`src/rtl/cbs_pkg.sv`:
```
// package: shared depth and leaf sideband types for the bezier subdivider
`timescale 1ns / 1ps
`default_nettype none
package cbs_pkg;
  localparam int DEPTH_BITS = 3;
  localparam int NUM_PTS = 4;
  localparam int NUM_AXES = 3;
  localparam int SEGS_PER_LEAF = 3;

  typedef logic [DEPTH_BITS-1:0] depth_t;

  // sideband that travels with a leaf through the split stages
  typedef struct packed {
    logic       valid;
    logic [1:0] seg_idx;
    logic       last_leaf;
  } leaf_ctl_t;
endpackage
`default_nettype wire

```
`src/rtl/cbs_split_stage.sv`:
```
// one de casteljau level: registered midpoint split keeping left or right half, or pass-through when not splitting
`timescale 1ns / 1ps
`default_nettype none
module cbs_split_stage #(
  parameter int COORD_BITS = 16
) (
  input  wire                                clk,
  input  wire                                rst,
  input  wire                                advance,
  input  wire                                in_valid,
  input  wire                                do_split,
  input  wire                                keep_right,
  input  wire logic signed [COORD_BITS-1:0]  in_pts [4][3],
  output logic                               out_valid,
  output logic signed [COORD_BITS-1:0]       out_pts [4][3]
);
  import cbs_pkg::*;

  logic signed [COORD_BITS-1:0] res [4][3];

  function automatic logic signed [COORD_BITS-1:0] avg2(
    input logic signed [COORD_BITS-1:0] a,
    input logic signed [COORD_BITS-1:0] b
  );
    logic signed [COORD_BITS:0] s;
    s = {a[COORD_BITS-1], a} + {b[COORD_BITS-1], b};
    return s[COORD_BITS:1];
  endfunction

  always_comb begin
    for (int k = 0; k < NUM_AXES; k++) begin
      logic signed [COORD_BITS-1:0] a0, a1, a2, b0, b1, md;
      a0 = avg2(in_pts[0][k], in_pts[1][k]);
      a1 = avg2(in_pts[1][k], in_pts[2][k]);
      a2 = avg2(in_pts[2][k], in_pts[3][k]);
      b0 = avg2(a0, a1);
      b1 = avg2(a1, a2);
      md = avg2(b0, b1);
      if (!do_split) begin
        for (int p = 0; p < NUM_PTS; p++) res[p][k] = in_pts[p][k];
      end else if (keep_right) begin
        res[0][k] = md; res[1][k] = b1; res[2][k] = a2; res[3][k] = in_pts[3][k];
      end else begin
        res[0][k] = in_pts[0][k]; res[1][k] = a0; res[2][k] = b0; res[3][k] = md;
      end
    end
  end

  always_ff @(posedge clk) begin
    if (rst) begin
      out_valid <= 1'b0;
    end else if (advance) begin
      out_valid <= in_valid;
    end
  end

  always_ff @(posedge clk) begin
    if (advance) begin
      out_pts <= res;
    end
  end
endmodule
`default_nettype wire

```
`src/rtl/cbs_leaf_seq.sv`:
```
// input holding register and leaf/segment sequencer
`timescale 1ns / 1ps
`default_nettype none
module cbs_leaf_seq #(
  parameter int COORD_BITS = 16,
  parameter int MAX_DEPTH  = 4
) (
  input  wire                                clk,
  input  wire                                rst,
  input  wire                                in_valid,
  output logic                               in_stall,
  input  wire logic signed [COORD_BITS-1:0]  in_pts [4][3],
  input  wire cbs_pkg::depth_t               depth,
  input  wire                                advance,
  output cbs_pkg::leaf_ctl_t                 ctl,
  output logic [MAX_DEPTH-1:0]               path,
  output logic signed [COORD_BITS-1:0]       root [4][3]
);
  import cbs_pkg::*;

  logic                 busy;
  logic [MAX_DEPTH-1:0] leaf;
  logic [1:0]           seg;
  logic [MAX_DEPTH-1:0] leaf_max;
  logic [MAX_DEPTH-1:0] path_src;
  logic [$clog2(MAX_DEPTH+1)-1:0] eff_depth;

  always_comb begin
    if (depth > DEPTH_BITS'(MAX_DEPTH)) eff_depth = ($clog2(MAX_DEPTH+1))'(MAX_DEPTH);
    else eff_depth = depth[$clog2(MAX_DEPTH+1)-1:0];
    leaf_max  = MAX_DEPTH'((MAX_DEPTH+1)'(1) << eff_depth) - MAX_DEPTH'(1);
  end

  // bits used by split level j are the top bits of leaf index, msb first
  assign path_src = leaf << (($clog2(MAX_DEPTH+1))'(MAX_DEPTH) - eff_depth);
  always_comb begin
    for (int j = 0; j < MAX_DEPTH; j++) begin
      path[j] = path_src[MAX_DEPTH-1-j];
    end
  end

  assign in_stall      = busy;
  assign ctl.valid     = busy;
  assign ctl.seg_idx   = seg;
  assign ctl.last_leaf = (leaf == leaf_max);

  always_ff @(posedge clk) begin
    if (rst) begin
      busy <= 1'b0;
      leaf <= '0;
      seg  <= '0;
    end else if (!busy) begin
      if (in_valid) begin
        busy <= 1'b1;
        leaf <= '0;
        seg  <= '0;
      end
    end else if (advance) begin
      if (seg == 2'(SEGS_PER_LEAF - 1)) begin
        seg <= '0;
        if (leaf == leaf_max) busy <= 1'b0;
        else leaf <= leaf + MAX_DEPTH'(1);
      end else begin
        seg <= seg + 2'd1;
      end
    end
  end

  always_ff @(posedge clk) begin
    if (!busy && in_valid) root <= in_pts;
  end
endmodule
`default_nettype wire

```
`src/rtl/cubic_bezier_subdivider_unit.sv`:
```
// Cubic Bezier subdivider, top level.
// Takes one curve (four 3D Q8.8 control points) on the input channel and
// emits 3*2^depth line segments on the output channel, leaf curves in
// left-first order, with last_segment set on the final one.
// The depth register is written through cfg_valid/cfg_ready/cfg_data; values
// above MAX_DEPTH saturate. Write it only while the block is idle.
// A curve is held in an input register while a sequencer walks its
// segments; each segment passes a chain of MAX_DEPTH registered split stages
// (one de Casteljau level each) and an output register.
// Throughput: one segment per cycle while the receiver does not stall; a
// curve holds the sequencer, with in_stall high, until its last segment is
// issued, and only then is the next curve accepted.
// Reset clears depth to 0 and all valid bits. When the receiver stalls, the
// whole split pipeline freezes; nothing is dropped or repeated.
`timescale 1ns / 1ps
`default_nettype none
module cubic_bezier_subdivider_unit #(
  parameter int MAX_DEPTH  = 4,
  parameter int COORD_BITS = 16
) (
  input  wire                            clk,
  input  wire                            rst,
  input  wire                            cfg_valid,
  output logic                           cfg_ready,
  input  wire cbs_pkg::depth_t           cfg_data,
  input  wire                            in_valid,
  output logic                           in_stall,
  input  wire logic signed [COORD_BITS-1:0] p0_x, p0_y, p0_z,
  input  wire logic signed [COORD_BITS-1:0] p1_x, p1_y, p1_z,
  input  wire logic signed [COORD_BITS-1:0] p2_x, p2_y, p2_z,
  input  wire logic signed [COORD_BITS-1:0] p3_x, p3_y, p3_z,
  output logic                           out_valid,
  input  wire                            out_stall,
  output logic signed [COORD_BITS-1:0]   seg_start_x, seg_start_y, seg_start_z,
  output logic signed [COORD_BITS-1:0]   seg_end_x, seg_end_y, seg_end_z,
  output logic                           last_segment
);
  import cbs_pkg::*;

  depth_t depth;
  logic   advance;
  logic signed [COORD_BITS-1:0] in_pts [4][3];
  logic signed [COORD_BITS-1:0] root [4][3];
  logic signed [COORD_BITS-1:0] pts [MAX_DEPTH+1][4][3];
  logic [MAX_DEPTH:0] vld;
  logic [MAX_DEPTH-1:0] path;
  leaf_ctl_t ctl;
  // sideband and path bits delayed alongside the split stages
  leaf_ctl_t ctl_d [MAX_DEPTH+1];
  logic [MAX_DEPTH-1:0] path_d [MAX_DEPTH+1];

  assign cfg_ready = 1'b1;
  always_ff @(posedge clk) begin
    if (rst) depth <= '0;
    else if (cfg_valid) depth <= cfg_data;
  end

  assign in_pts[0] = '{p0_x, p0_y, p0_z};
  assign in_pts[1] = '{p1_x, p1_y, p1_z};
  assign in_pts[2] = '{p2_x, p2_y, p2_z};
  assign in_pts[3] = '{p3_x, p3_y, p3_z};

  // pipeline moves whenever the output register is free or being taken
  assign advance = !out_valid || !out_stall;

  cbs_leaf_seq #(.COORD_BITS(COORD_BITS), .MAX_DEPTH(MAX_DEPTH)) u_seq (
    .clk(clk), .rst(rst), .in_valid(in_valid), .in_stall(in_stall),
    .in_pts(in_pts), .depth(depth), .advance(advance),
    .ctl(ctl), .path(path), .root(root)
  );

  assign pts[0]    = root;
  assign vld[0]    = ctl.valid;
  assign ctl_d[0]  = ctl;
  assign path_d[0] = path;

  logic [MAX_DEPTH-1:0] used;
  always_comb begin
    for (int j = 0; j < MAX_DEPTH; j++) begin
      used[j] = (32'(j) < 32'((depth > DEPTH_BITS'(MAX_DEPTH)) ? DEPTH_BITS'(MAX_DEPTH) : depth));
    end
  end

  for (genvar j = 0; j < MAX_DEPTH; j++) begin : g_split
    cbs_split_stage #(.COORD_BITS(COORD_BITS)) u_split (
      .clk(clk), .rst(rst), .advance(advance), .in_valid(vld[j]),
      .do_split(used[j]), .keep_right(path_d[j][j]),
      .in_pts(pts[j]), .out_valid(vld[j+1]), .out_pts(pts[j+1])
    );
    always_ff @(posedge clk) begin
      if (advance) begin
        ctl_d[j+1]  <= ctl_d[j];
        path_d[j+1] <= path_d[j];
      end
    end
  end

  logic [1:0] sg;
  logic signed [COORD_BITS-1:0] sa [3];
  logic signed [COORD_BITS-1:0] ea [3];
  always_comb begin
    sg = ctl_d[MAX_DEPTH].seg_idx;
    for (int k = 0; k < NUM_AXES; k++) begin
      case (sg)
        2'd0: begin sa[k] = pts[MAX_DEPTH][0][k]; ea[k] = pts[MAX_DEPTH][1][k]; end
        2'd1: begin sa[k] = pts[MAX_DEPTH][1][k]; ea[k] = pts[MAX_DEPTH][2][k]; end
        default: begin sa[k] = pts[MAX_DEPTH][2][k]; ea[k] = pts[MAX_DEPTH][3][k]; end
      endcase
    end
  end

  always_ff @(posedge clk) begin
    if (rst) out_valid <= 1'b0;
    else if (advance) out_valid <= vld[MAX_DEPTH];
  end

  always_ff @(posedge clk) begin
    if (advance) begin
      seg_start_x  <= sa[0]; seg_start_y <= sa[1]; seg_start_z <= sa[2];
      seg_end_x    <= ea[0]; seg_end_y   <= ea[1]; seg_end_z   <= ea[2];
      last_segment <= ctl_d[MAX_DEPTH].last_leaf &&
                      (sg == 2'(SEGS_PER_LEAF - 1));
    end
  end
endmodule
`default_nettype wire

```
`config.mk`:
```
export PLATFORM = sky130hd
export DESIGN_NAME = cubic_bezier_subdivider_unit
export DESIGN_NICKNAME = d
export VERILOG_FILES = /design/src/rtl/cbs_pkg.sv /design/src/rtl/cbs_split_stage.sv /design/src/rtl/cbs_leaf_seq.sv /design/src/rtl/cubic_bezier_subdivider_unit.sv
export SDC_FILE = /design/constraint.sdc
export NUM_CORES = 2
export LEC_CHECK = 0
export CAP_MARGIN = 10
export CORE_ASPECT_RATIO = 0.75
export CORE_MARGIN = 5
export CORE_UTILIZATION = 40
export DETAILED_ROUTE_END_ITERATION = 7
export DONT_BUFFER_PORTS = 1
export SYNTH_ARGS = -nofsm -noshare
export SYNTH_HDL_FRONTEND = slang
export SYNTH_SLANG_ARGS = --single-unit
```
`constraint.sdc`:
```
create_clock -name clk -period 31 [get_ports clk]
set_input_delay 6.2 -clock clk [delete_from_list [all_inputs] [get_ports clk]]
set_output_delay 6.2 -clock clk [all_outputs]
set_load 0.005 [all_outputs]
```
; Word level (Yosys, flattened, before mapping)
; Cells that the tools add are included.
[op_classes]
add_sub_neg = 76
mul = 0
div_mod_pow = 0
magnitude_cmp = 5
n_eq_ne = 7
n_shift = 2
mux = 118
bitwise_logic = 0
n_reduce_logical = 10
[op_table]
columns = cell, n
row1 = $mux 16, 96
row2 = $add 16x16->17, 72
row3 = $pmux 16 s2, 6
row4 = $lt 1x32->1 const A, 2
row5 = $lt 2x32->1 const A, 1
row6 = $mux 4, 5
row7 = $mux 2, 4
row8 = $mux 3, 2
row9 = $ne 2x2->1 const B, 3
row10 = $mux 1, 5
row11 = $add 4x1->4 const B, 1
row12 = $eq 2x2->1 const B, 2
row13 = $eq 4x4->1, 1
row14 = $reduce_and 4->1, 1
row15 = $shl 1x3->4 const A, 1
row16 = $shl 4x3->4, 1
row17 = $sub 4x2->4 const B, 1
row18 = $gt 3x3->1 const B, 1
row19 = $logic_not 1->1, 3
row20 = $lt 2x3->1 const A, 1
row21 = $sub 3x3->3 const A, 1
row22 = $add 2x1->2 const B, 1
row23 = $eq 2x1->1 const B, 1
row24 = $logic_and 1x1->1, 2
row25 = other kinds (4), 4
[totals]
reg_bits = 1096
latch_bits = 0
mem_bits_rw = 0
mem_bits_ro = 0
mem_count = 0

; Depth between registers and ports, before layout
[depth]
word_depth = 9
ltp_mapped = 29

; Cells and area by module
; From an unflattened synthesis, not the netlist that was laid out.
[unflattened]
cells_unflattened = 10529
area_unflattened_um2 = 98738.4
[modules_own_cells]
columns = mod, n_inst, cells_per_inst, area_per_inst_um2, seq_area_each_um2
row1 = cbs_split_stage (g_split[1].u_split), 1, 2489, 21932.3, 5785.5
row2 = cbs_split_stage (g_split[0].u_split), 1, 2487, 21858.5, 5785.5
row3 = cbs_split_stage (g_split[2].u_split), 1, 2478, 21814.7, 5785.5
row4 = cbs_split_stage (g_split[3].u_split), 1, 2356, 21155.3, 5785.5
row5 = cbs_leaf_seq, 1, 263, 6351.1, 5905.7
row6 = cubic_bezier_subdivider_unit, 1, 456, 5626.6, 3533.4

; Least setup slack after synthesis
; Ideal clock, no wire load.
[synth_timing]
path_kind = input-to-reg
startpoint = in out_stall
endpoint = reg ctl_d[0] in the netlist's numbering (enable)
arrival_time_ns = 23.510
t_required_ns = 29.779
setup_slack_ns = 6.269
cell_stages = 3
n_path_buf = 1
cell_sequence = and2_1 > clkbuf_1 > inv_1
[synth_between]
elab_chain_cells = 2
[synth_rtl]
columns = item, line
row1 = from (decl), cubic_bezier_subdivider_unit.sv:33  ; input wire out_stall,
row2 = $logic_not 1->1, cubic_bezier_subdivider_unit.sv:64  ; assign advance = !out_valid || !out_stall;
row3 = $logic_or 1x1->1, cubic_bezier_subdivider_unit.sv:64
row4 = named net advance, cubic_bezier_subdivider_unit.sv:41  ; logic advance;
row5 = "to (signal, indexed assignment)", cubic_bezier_subdivider_unit.sv:92  ; ctl_d[j+1] <= ctl_d[j];
row6 = to (decl), cubic_bezier_subdivider_unit.sv:49  ; leaf_ctl_t ctl_d [MAX_DEPTH+1];
; The timed path passes the listed nets, and every way through them passes these cells.
; A chain may end at the register's enable or synchronous reset.

; Final worst setup path
[layout_timing]
startpoint = in out_stall
endpoint = reg g_split[0].u_split.out_pts[128] in the netlist's numbering (enable)
[layout_between]
elab_chain_cells = 2
[layout_rtl]
columns = item, line
row1 = $logic_not 1->1, cubic_bezier_subdivider_unit.sv:64
row2 = $logic_or 1x1->1, cubic_bezier_subdivider_unit.sv:64
row3 = named net advance, cubic_bezier_subdivider_unit.sv:41
row4 = to (signal assigned), cbs_split_stage.sv:59  ; out_pts <= res;
row5 = to (decl), cbs_split_stage.sv:15  ; output logic signed [COORD_BITS-1:0] out_pts [4][3]
; The timed path passes the listed nets, and every way through them passes these cells.

==> impl_metrics.env <==
export IMPL_synth_cell_type_count=138
export IMPL_vias_per_cell=5.70
export IMPL_status="finished clean"
export IMPL_cp_top_family="buffers and inverters"
export IMPL_grt_antenna_before_repair=5
export IMPL_design_die_area_sq_mm=0.252
export IMPL_worstSetupStartpointType="input pin"
export IMPL_cpMostUsedCell="buf_4"
export IMPL_grt_start_max_net_pins=98
export IMPL_period_share=0.296
export IMPL_drive_above_1_share=0.0483
export IMPL_synth_compound_area_share=0.199
export IMPL_register_area_sq_mm=0.0326
export IMPL_fin_crit_ps=9180
export IMPL_vias=76881
export IMPL_path_max_fanout=86
export IMPL_ys_ff_latch=1090
export IMPL_async_flop_share=0
export IMPL_final_setup_tns_ps=0
export IMPL_synth_cells=10286
export IMPL_cts_hold_buffers=0
export IMPL_critical_path_max_stage_delay_ps=890
export IMPL_rsz0062_at_grt="false"
export IMPL_synth_top_family_by_area="compound AO/OA/AOI/OAI gates"
export IMPL_synthFlopType="edfxtp_1"
export IMPL_syn_num_nets=11630
export IMPL_area_growth_pct=7.44
export IMPL_clk_latency_ps=780
export IMPL_multiInputGateArea_sq_mm=0.0616
export IMPL_setup_viol=0
export IMPL_cp_cell_sequence="and2_1 -> inv_8 -> buf_4 -> buf_4 -> buf_4"
export IMPL_core_region_area_sq_mm=0.241
export IMPL_grt_total_usage=0.213
export IMPL_crit_type="in2reg"
export IMPL_yosys_area_share_simple=0.134
export IMPL_fin_skew_ps=71.4
export IMPL_num_nets_final=11506
export IMPL_synthXorXnorAreaFrac=0.106
export IMPL_wl_per_cell_microns=20.7
export IMPL_fillers=22826
export IMPL_cts_tree="built"
export IMPL_cts_setup_buffers=0
export IMPL_hold_viol=0
export IMPL_root_buffer="clkbuf_16"
export IMPL_synthMuxAreaShare=0.0436
export IMPL_cts_buffer_depth=3
export IMPL_grt_remaining_overflow=0
export IMPL_rows=156
export IMPL_dp_cells=13290
export IMPL_fmax_mhz=109
export IMPL_synth_edf_count=1075
export IMPL_final_cells=13495
export IMPL_htreeDepth=3
export IMPL_cp_slowest_cell="buf_4"
export IMPL_worst_ep_required_time_ps=31390
export IMPL_ctsResizeCount=0
export IMPL_yosysWarnings=0
export IMPL_hold_class="reg2reg"
export IMPL_grt_pass1_vias=71569
export IMPL_die_h_microns=436
export IMPL_syn_area_sq_mm=0.0966
export IMPL_postRouteAntennaNets=0
export IMPL_syn_area_per_cell_sq_um=9.39
export IMPL_place_gp_congestion=0.931
export IMPL_drv_cap=0
export IMPL_synth_seq_area_share=0.337
export IMPL_critPathArrivalTime_ps=9570
export IMPL_slew_headroom=0.258
export IMPL_crit_buf_inv=4
export IMPL_numClockSinks=1090
export IMPL_grt_pass1_wl_microns=422000
export IMPL_hpwlAfterDp_microns=230000
export IMPL_drcViolationCount=0
export IMPL_first_pass_iters=6
export IMPL_cts_buffers=109
export IMPL_die_w_microns=578
export IMPL_drv_slew=0
export IMPL_io_pins=300
export IMPL_end_kind="flop"
export IMPL_worst_slew_pin_slew_ps=1110
export IMPL_drtIter0Drc=7531
export IMPL_port_buffers=0
export IMPL_wirelength_microns=279000
export IMPL_initial_utilization=0.401
export IMPL_synth_adder_area_share=0.154
export IMPL_path_clk_slew_ps=70
## metal layers
| layer | GRT usage | part of all wire |
|---|---|---|
| met1 | 0.380 | 0.56 |
| met2 | 0.260 | 0.35 |
| met3 | 0.0285 | 0.079 |
| met4 | 0.0278 | 0.012 |
| met5 | 0 | 0 |
## worst reg2reg max path: stages, from the launching register on
cell and delay, ps:
edfxtp_1 410, inv_1 110, fa_1 470, nor2b_1 140, o21ai_0 100, a21boi_0 240, o21ai_0 150, a21boi_0 280
o21ai_0 150, a21boi_0 280, o21ai_0 150, nor2b_1 160, xnor2_1 210, ha_1 310, a21o_1 200, or3_1 300
o21a_1 230, and3_1 200, a211oi_1 240, xnor2_1 200, ha_1 270, or2_2 280, a311oi_1 320, a221oi_2 130
a21o_1 180, a21oi_1 160, xor2_1 180, o21ai_0 100
## through the flow
step	area (sq um)	hold WS [ps]	setup slack, ps	utilization
floorplan	96600	400	6270	-
global placement	100000	404	21060	0.416
CTS	104000	396	21840	0.431
global route	104000	402	21570	0.431
detailed placement	100000	407	20990	0.416
finish	104000	406	21820	0.431
## synth_stat cells (all sizes together) (22+ instances only)
library cell / count / area share
nor2b: 162 / 0.010
and2: 55 / 0.0036
ha: 1072 / 0.14
clkbuf: 244 / 0.0095
inv: 384 / 0.015
a211oi: 48 / 0.0041
buf: 43 / 0.0018
fa: 72 / 0.015
a211o: 22 / 0.0020
o22ai: 24 / 0.0017
xor2: 347 / 0.032
or3: 57 / 0.0037
nor3b: 30 / 0.0024
o211ai: 64 / 0.0052
a31o: 46 / 0.0042
o21bai: 81 / 0.0064
nand2: 1260 / 0.049
o31ai: 46 / 0.0042
o21ai: 1120 / 0.058
o21a: 116 / 0.0091
a21oi: 703 / 0.037
nand3b: 23 / 0.0018
nor3: 161 / 0.0084
xnor3: 38 / 0.0089
nand2b: 125 / 0.0081
mux2: 38 / 0.0044
nand4: 47 / 0.0030
a21o: 264 / 0.021
a221oi: 29 / 0.0036
nand3: 123 / 0.0065
edfxtp: 1075 / 0.33
a21boi: 70 / 0.0055
o31a: 29 / 0.0026
or2: 49 / 0.0032
nor2: 626 / 0.024
xnor2: 675 / 0.062
and3: 61 / 0.0040
a31oi: 142 / 0.010
mux2i: 377 / 0.039
## path summary, 6_finish.rpt
check	cells past startpoint	from	slack (ps)	end
setup / recovery	5	out_stall	21820	g_split[0].u_split.out_pts[128]
hold / removal	0	ctl_d[5]	410	sg[0]
setup reg to reg	27	g_split[1].u_split.out_pts[113]	24550	g_split[2].u_split.out_pts[174]
hold reg to reg	0	ctl_d[5]	410	sg[0]
## cell families after synthesis
group                    count (synthesis)
buffers and inverters                  674
multiplexers                           415
XOR/XNOR                              1072
AO/OA/AOI/OAI                         3048
flip-flops                            1090
other                                    1
AND/OR/NAND/NOR                       2842
adder cells (fa/ha/maj)               1144
## state kept, by name, indices dropped and copies added (netlist names), 3 cells and up
signal	count
path_d	6
g_split.u_split.out_pts	768
seg_start_y	16
seg_end_y	16
seg_end_z	16
g_split.u_split.out_valid	4
seg_start_x	16
depth	3
seg_start_z	16
u_seq.leaf	4
u_seq.root	192
seg_end_x	16
ctl_d	10
## layout make-up
| class | count | share of cell area |
|---|---|---|
| Inverter | 387 | 0.0141 |
| Timing Repair Buffer | 52 | 0.00376 |
| Antenna cell | 1 | 0.0000241 |
| Clock buffer | 118 | 0.0266 |
| Multi-Input combinational cell | 8522 | 0.593 |
| Sequential cell | 1090 | 0.314 |
| Clock inverter | 86 | 0.00928 |
| Tap cell | 3239 | 0.0390 |
## cell usage in the layout, fill, tap and decap left out, types with 64 or more instances in the layout
cell type / instances
nor2_1: 621
clkbuf_16: 109
nand2_1: 1254
a21boi_0: 64
a31oi_1: 134
a21o_1: 264
edfxtp_1: 1075
xnor2_1: 663
o21a_1: 113
fa_1: 72
nor2b_1: 161
nand3_1: 120
inv_1: 380
mux2i_1: 376
o21bai_1: 79
a21oi_1: 695
nand2b_1: 125
o21ai_0: 1075
nor3_1: 159
xor2_1: 342
ha_1: 1071
Power is not shown: default switching activity piles up to over one toggle a cycle in this logic, so the estimate is an artifact.
